$ cat src/rtl/core/tpi_pkg.sv
`timescale 1ns / 1ps
// ----------------------------------------------------------------------------
// tpi_pkg
// shared types, codes and sizes of the timestamped pose interpolator
// ----------------------------------------------------------------------------
package tpi_pkg;

    localparam int unsigned HISTORY_DEPTH = 64;
    localparam int unsigned IDX_W = $clog2(HISTORY_DEPTH);
    localparam int unsigned CNT_W = IDX_W + 1;

    localparam int unsigned ACC_W     = 66;
    localparam int unsigned QUO_W     = 65;
    localparam int unsigned MUL_STEPS = 32;
    localparam int unsigned STEP_W    = 7;

    typedef logic [IDX_W-1:0] t_idx;
    typedef logic [CNT_W-1:0] t_cnt;

    localparam logic [1:0] FUNC_PUSH   = 2'd0;
    localparam logic [1:0] FUNC_QUERY  = 2'd1;
    localparam logic [1:0] FUNC_LATEST = 2'd2;
    localparam logic [1:0] FUNC_CLEAR  = 2'd3;

    localparam logic [2:0] ST_OK         = 3'd0;
    localparam logic [2:0] ST_TOO_FEW    = 3'd1;
    localparam logic [2:0] ST_RANGE      = 3'd2;
    localparam logic [2:0] ST_EXTRAP_GAP = 3'd3;
    localparam logic [2:0] ST_BEFORE     = 3'd4;
    localparam logic [2:0] ST_INTERP_GAP = 3'd5;

    localparam int unsigned CFG_IDX_W = 3;
    localparam logic [CFG_IDX_W-1:0] CFG_WINDOW = 3'd0;
    localparam logic [CFG_IDX_W-1:0] CFG_LEAD   = 3'd1;
    localparam logic [CFG_IDX_W-1:0] CFG_LAG    = 3'd2;
    localparam logic [CFG_IDX_W-1:0] CFG_XGAP   = 3'd3;
    localparam logic [CFG_IDX_W-1:0] CFG_IGAP   = 3'd4;

    typedef struct packed {
        logic        [31:0] stamp;
        logic signed [31:0] yaw;
        logic signed [15:0] pitch;
    } t_entry;

    typedef enum logic [1:0] {
        OP_MUL_NEW,
        OP_MUL_ACC,
        OP_DIV
    } t_mdu_op;

    typedef struct packed {
        logic               start;
        t_mdu_op            op;
        logic signed [33:0] mul_a;
        logic        [31:0] mul_b;
        logic        [31:0] divisor;
    } t_mdu_req;

    typedef struct packed {
        logic             done;
        logic             neg;
        logic [QUO_W-1:0] quo;
    } t_mdu_rsp;

endpackage

$ cat src/rtl/core/tpi_mdu.sv
`timescale 1ns / 1ps
// ----------------------------------------------------------------------------
// tpi_mdu
// shared serial multiply-accumulate and restoring divide, one bit per cycle
// ----------------------------------------------------------------------------
module tpi_mdu (
    input  logic              i_clk,
    input  logic              i_rst_n,
    input  tpi_pkg::t_mdu_req i_req,
    output tpi_pkg::t_mdu_rsp o_rsp
);
    typedef enum logic [2:0] {
        M_IDLE = 3'b001,
        M_MUL  = 3'b010,
        M_DIV  = 3'b100
    } t_mstate;

    t_mstate                             r_state, n_state;
    logic [tpi_pkg::STEP_W-1:0]          r_cnt, n_cnt;
    logic                                r_done, n_done;
    logic signed [tpi_pkg::ACC_W-1:0]    r_acc, n_acc;
    logic signed [tpi_pkg::ACC_W-1:0]    r_a, n_a;
    logic [31:0]                         r_b, n_b;
    logic [tpi_pkg::QUO_W-1:0]           r_quo, n_quo;
    logic [31:0]                         r_rem, n_rem;
    logic [31:0]                         r_dvs, n_dvs;
    logic                                r_neg, n_neg;

    logic [32:0]                      w_trial;
    logic [32:0]                      w_diff;
    logic                             w_ge;
    logic signed [tpi_pkg::ACC_W-1:0] w_mag;

    always_comb begin
        w_trial = {r_rem, r_quo[tpi_pkg::QUO_W-1]};
        w_diff  = w_trial - {1'b0, r_dvs};
        w_ge    = (w_trial >= {1'b0, r_dvs});
        w_mag   = r_acc[tpi_pkg::ACC_W-1] ? -r_acc : r_acc;

        n_state = r_state;
        n_cnt   = r_cnt;
        n_done  = 1'b0;
        n_acc   = r_acc;
        n_a     = r_a;
        n_b     = r_b;
        n_quo   = r_quo;
        n_rem   = r_rem;
        n_dvs   = r_dvs;
        n_neg   = r_neg;
        case (r_state)
            M_IDLE: begin
                if (i_req.start) begin
                    if (i_req.op == tpi_pkg::OP_DIV) begin
                        n_state = M_DIV;
                        n_cnt   = tpi_pkg::STEP_W'(tpi_pkg::QUO_W - 1);
                        n_neg   = r_acc[tpi_pkg::ACC_W-1];
                        n_quo   = w_mag[tpi_pkg::QUO_W-1:0];
                        n_rem   = '0;
                        n_dvs   = i_req.divisor;
                    end else begin
                        n_state = M_MUL;
                        n_cnt   = tpi_pkg::STEP_W'(tpi_pkg::MUL_STEPS - 1);
                        n_a     = tpi_pkg::ACC_W'(i_req.mul_a);
                        n_b     = i_req.mul_b;
                        if (i_req.op == tpi_pkg::OP_MUL_NEW) begin
                            n_acc = '0;
                        end
                    end
                end
            end
            M_MUL: begin
                n_acc = r_acc + (r_b[0] ? r_a : '0);
                n_a   = r_a <<< 1;
                n_b   = r_b >> 1;
                n_cnt = r_cnt - 1'b1;
                if (r_cnt == '0) begin
                    n_state = M_IDLE;
                    n_done  = 1'b1;
                end
            end
            M_DIV: begin
                n_rem = w_ge ? w_diff[31:0] : w_trial[31:0];
                n_quo = {r_quo[tpi_pkg::QUO_W-2:0], w_ge};
                n_cnt = r_cnt - 1'b1;
                if (r_cnt == '0) begin
                    n_state = M_IDLE;
                    n_done  = 1'b1;
                end
            end
            default: begin
                n_state = M_IDLE;
            end
        endcase
    end

    always_ff @(posedge i_clk) begin
        if (!i_rst_n) begin
            r_state <= M_IDLE;
            r_cnt   <= '0;
            r_done  <= 1'b0;
        end else begin
            r_state <= n_state;
            r_cnt   <= n_cnt;
            r_done  <= n_done;
        end
    end

    always_ff @(posedge i_clk) begin
        r_acc <= n_acc;
        r_a   <= n_a;
        r_b   <= n_b;
        r_quo <= n_quo;
        r_rem <= n_rem;
        r_dvs <= n_dvs;
        r_neg <= n_neg;
    end

    assign o_rsp.done = r_done;
    assign o_rsp.neg  = r_neg;
    assign o_rsp.quo  = r_quo;
endmodule
$ cat config.mk
export PLATFORM = sky130hd
export DESIGN_NAME = tpi_mdu
export DESIGN_NICKNAME = d
export VERILOG_FILES = /design/src/rtl/core/tpi_pkg.sv /design/src/rtl/core/tpi_mdu.sv
export SDC_FILE = /design/constraint.sdc
export NUM_CORES = 1
export LEC_CHECK = 0
export CAP_MARGIN = 5
export CORE_ASPECT_RATIO = 1.25
export CORE_UTILIZATION = 50
export DETAILED_ROUTE_END_ITERATION = 10
export DONT_BUFFER_PORTS = 1
export HOLD_SLACK_MARGIN = 0.08
export PLACE_DENSITY_LB_ADDON = 0.25
export SYNTH_ARGS = -nofsm -noshare
export SYNTH_HDL_FRONTEND = slang
export SYNTH_SLANG_ARGS = --single-unit
$ cat constraint.sdc
create_clock -name i_clk -period 16.3 [get_ports i_clk]
set_input_delay 0.815 -clock i_clk [delete_from_list [all_inputs] [get_ports i_clk]]
set_output_delay 0.815 -clock i_clk [all_outputs]
set_load 0.01 [all_outputs]
==> summary.txt <==
Logic synthesis
  • Post-synth top area share: 0.446
  • Dominant synthesized flop cell: edfxtp_1
  • Netlist cell types: 84
  • Yosys warning count: 0
  • Register bit total from synthesis: 305
  • FFs w/ async S/R, synth: 0
  • EDFF count, synth: between 200 and 300
  • Commonest cells post-synth: nand2_1, edfxtp_1, nor2_1
  • Count leader, synth: nand2_1
  • Dominant cell type by area after synthesis: edfxtp_1
  • Synth area leaders: edfxtp_1, nand2_1, ha_1
  • Sequential area share after synthesis: 0.457
  • Post-Syn Area per Cell: between 9 and 10 µm²
  • Syn_nets: 2,321
  • Syn Std Cell Area: between 15,000 and 20,000 µm²
  • Cell count after synthesis: between 2,000 and 2,500

Timing
  • Clock skew: between 0.02 and 0.03 ns
  • Period minus WS final: 4.25 ns
  • Final period util: 0.261
  • Final hold vios: 0
  • Worst Tran Pin Value: approximately 1.2 ns
  • Final Max Tran Viols: 0
  • Endpoints failing setup: 0
  • RSZ-0062 raised after global routing: false
  • Hold slack final: 0.348 ns
  • Setup tns final: 0 ns
  • Fmax: 235 MHz
  • Slew margin rel.: 0.225

Global routing
  • Vias in the first global route: ~15,000
  • GR Util All Layers: 0.253
  • First-pass GRT wire length: 80,900 µm
  • Total grt overflow: 0
  • Initial antenna violation count: 0
  • Largest net degree at the start of global routing: between 100 and 150

Final layout
  • # fillers: roughly 3,500
  • Multi-input logic area: 10,100 µm²
  • Share of layout cells above drive strength 1: 0.0543
  • Layout area overhead: 7.64%
  • Final nets: between 2,000 and 2,500
  • N_diodes: 0
  • Sequential Area: a little over 9000 µm²

Drt
  • Drt first pass iters: 7
  • Via/cell ratio: roughly 6.0
  • Wire length per cell: roughly 20 µm
  • Post-route ant nets: 0
  • Final wirelength: roughly 50,000 µm
  • DR iter-0 viols: 1,028
  • DRC: 0
  • Vias: approximately 15,000

Power and ir drop
  • Sequential share of power: 0.458
  • Sw Share: 0.268
  • Combinational share of power: 0.146
  • Clock power share: 0.396
  • Total power: between 2000 and 2500 µW
  • VDD IR max: 0.0714 mV
  • Internal: 1510 µW
  • Pwr dens: 96.4 nW/µm²
  • Static leakage: about 0.008 µW
  • Total net switching power: ~550 µW

Worst setup path
  • Setup slack, reg-to-reg: about 12 ns
  • Slowest cell on crit path: o311ai_1
  • CP dominant cell by count: o21ai_1
  • Worst Setup Start Kind: register
  • Crit path kind: register to register
  • Worst path max stage delay: 0.54 ns
  • Crit-path cells: buf_4, and2_1, ha_1, inv_1, fa_1, nand2b_1, a211oi_1, nor3_1, o311ai_1, o21ai_1, o21ai_1, a21oi_1, o21ai_1, mux2i_1
  • Crit-path max FO: 66
  • Crit path DAT: between 4 and 5 ns
  • CP Data Required Time: 16.68 ns
  • Critical path endpoint category: register

Clock network
  • Clock Tree Buf Depth: 3
  • Hold Buf Count CTS: 0
  • CTS clk-pin slew, worst paths: 0.06 ns
  • PostCTS Resize Cnt: 0
  • TritonCTS Buffers: 35
  • CTS tree: done
  • Root buffer cell: clkbuf_16
  • Htree depth: 2
  • CTS sink count: 305
  • Clk_lat worst skew: between 0.5 and 0.6 ns
  • Setup Buffers After CTS: 0

Place
  • GP Congestion: 0.928
  • PortBufs: 0
  • Final HPWL DP: roughly 38,000 µm

Floorplanning
  • # rows: between 80 and 90
  • Core outline area: 39,100 µm²
  • Starting Density: 0.507
  • Chip width: between 150 and 200 µm
  • Num ports: 170
  • Die area: between 40,000 and 50,000 µm²
  • Die Height: 225 µm

Job
  • Max-cap violations: 0

Min path
  • Worst min path class: primary input to register

Run status
  • Outcome: finished, final reports clean
[state kept, by name (all words and copies together) (netlist names)]
register and flops:
r_rem 32, r_cnt 7, r_acc 66, r_neg 1, r_b 32, r_state 3, r_quo 65, r_dvs 32
r_a 66, r_done 1
[critical path, delay by kind of cell, from the launching register on]
family | cells | cell delay [ns]
AOI/OAI and AO/OA | 6 | 1.88
adders and majority gates | 2 | 0.57
buffers and inverters | 2 | 0.51
DFF | 1 | 0.32
muxes | 1 | 0.20
and+or+nand+nor | 3 | 0.60
[kinds of logic after synthesis]
kind of cell | Yosys count | synth area share
multiplexers | 30 | 0.0152
AO/OA/AOI/OAI | 521 | 0.166
flip-flops | 305 | 0.457
adder cells (fa/ha/maj) | 102 | 0.0652
XOR/XNOR | 137 | 0.0606
AND/OR/NAND/NOR | 842 | 0.201
buffers and inverters | 179 | 0.0351
[power by group through the flow]
stage                     logic (µW)  registers, µW  clock network (µW)
after floorplan                  232            953                   0
after global placement           294            957                   0
after detailed placement         298            958                   0
after CTS                        299            941                 832
after global routing             334            946                 857
final                            301            942                 814
[area by class of cell]
class	instances	area share
Tap cell	498	0.0292
Inverter	68	0.0120
Multi-Input combinational cell	1632	0.475
Clock inverter	21	0.0118
Clock buffer	41	0.0431
Timing Repair Buffer	13	0.00458
Sequential cell	305	0.424
[path summary, 6_finish.rpt]
check / to / startpoint / cells past startpoint
max: r_acc[50] / r_b[0] / 14
min: r_dvs[9] / i_req[9] / 0
max reg2reg: r_acc[50] / r_b[0] / 14
min reg2reg: r_cnt[5] / r_cnt[5] / 1
[placed cells by master (no fill, tap or decap), types with 14 or more instances in the layout]
cell / count
a21o_1: 70
a21oi_1: 147
a31oi_1: 14
and2_1: 72
clkbuf_16: 36
edfxtp_1: 294
ha_1: 100
inv_1: 68
mux2i_1: 30
nand2_1: 363
nand2b_1: 18
nand3_1: 31
nand4_1: 42
nor2_1: 159
nor3_1: 40
nor4_1: 14
o21ai_0: 127
o21bai_1: 26
o31ai_1: 19
or3_1: 23
xnor2_1: 52
xor2_1: 85
[per-layer routing]
layer,routed length (µm),share of wire,GRT usage,vias up
met1,22300,0.43,0.325,7364
met5,0,0,0,-
met3,3200,0.062,0.0436,105
met4,1890,0.037,0.109,0
li1,-,-,-,7529
met2,24100,0.47,0.423,493
[metrics by stage]
| step | instance area [µm²] | std cells | util | setup WS (ns) |
|---|---|---|---|---|
| finish | 21300 | 2578 | 0.545 | 12.05 |
| global route | 21300 | 2578 | 0.545 | 11.80 |
| CTS | 21300 | 2578 | 0.545 | 12.20 |
| detailed placement | 20200 | 2516 | 0.515 | 12.24 |
| global placement | 20200 | 2516 | 0.515 | 12.36 |
| floorplan | 19800 | 2116 | - | 7.51 |
No activity file was read; power rests on OpenSTA's default activity.
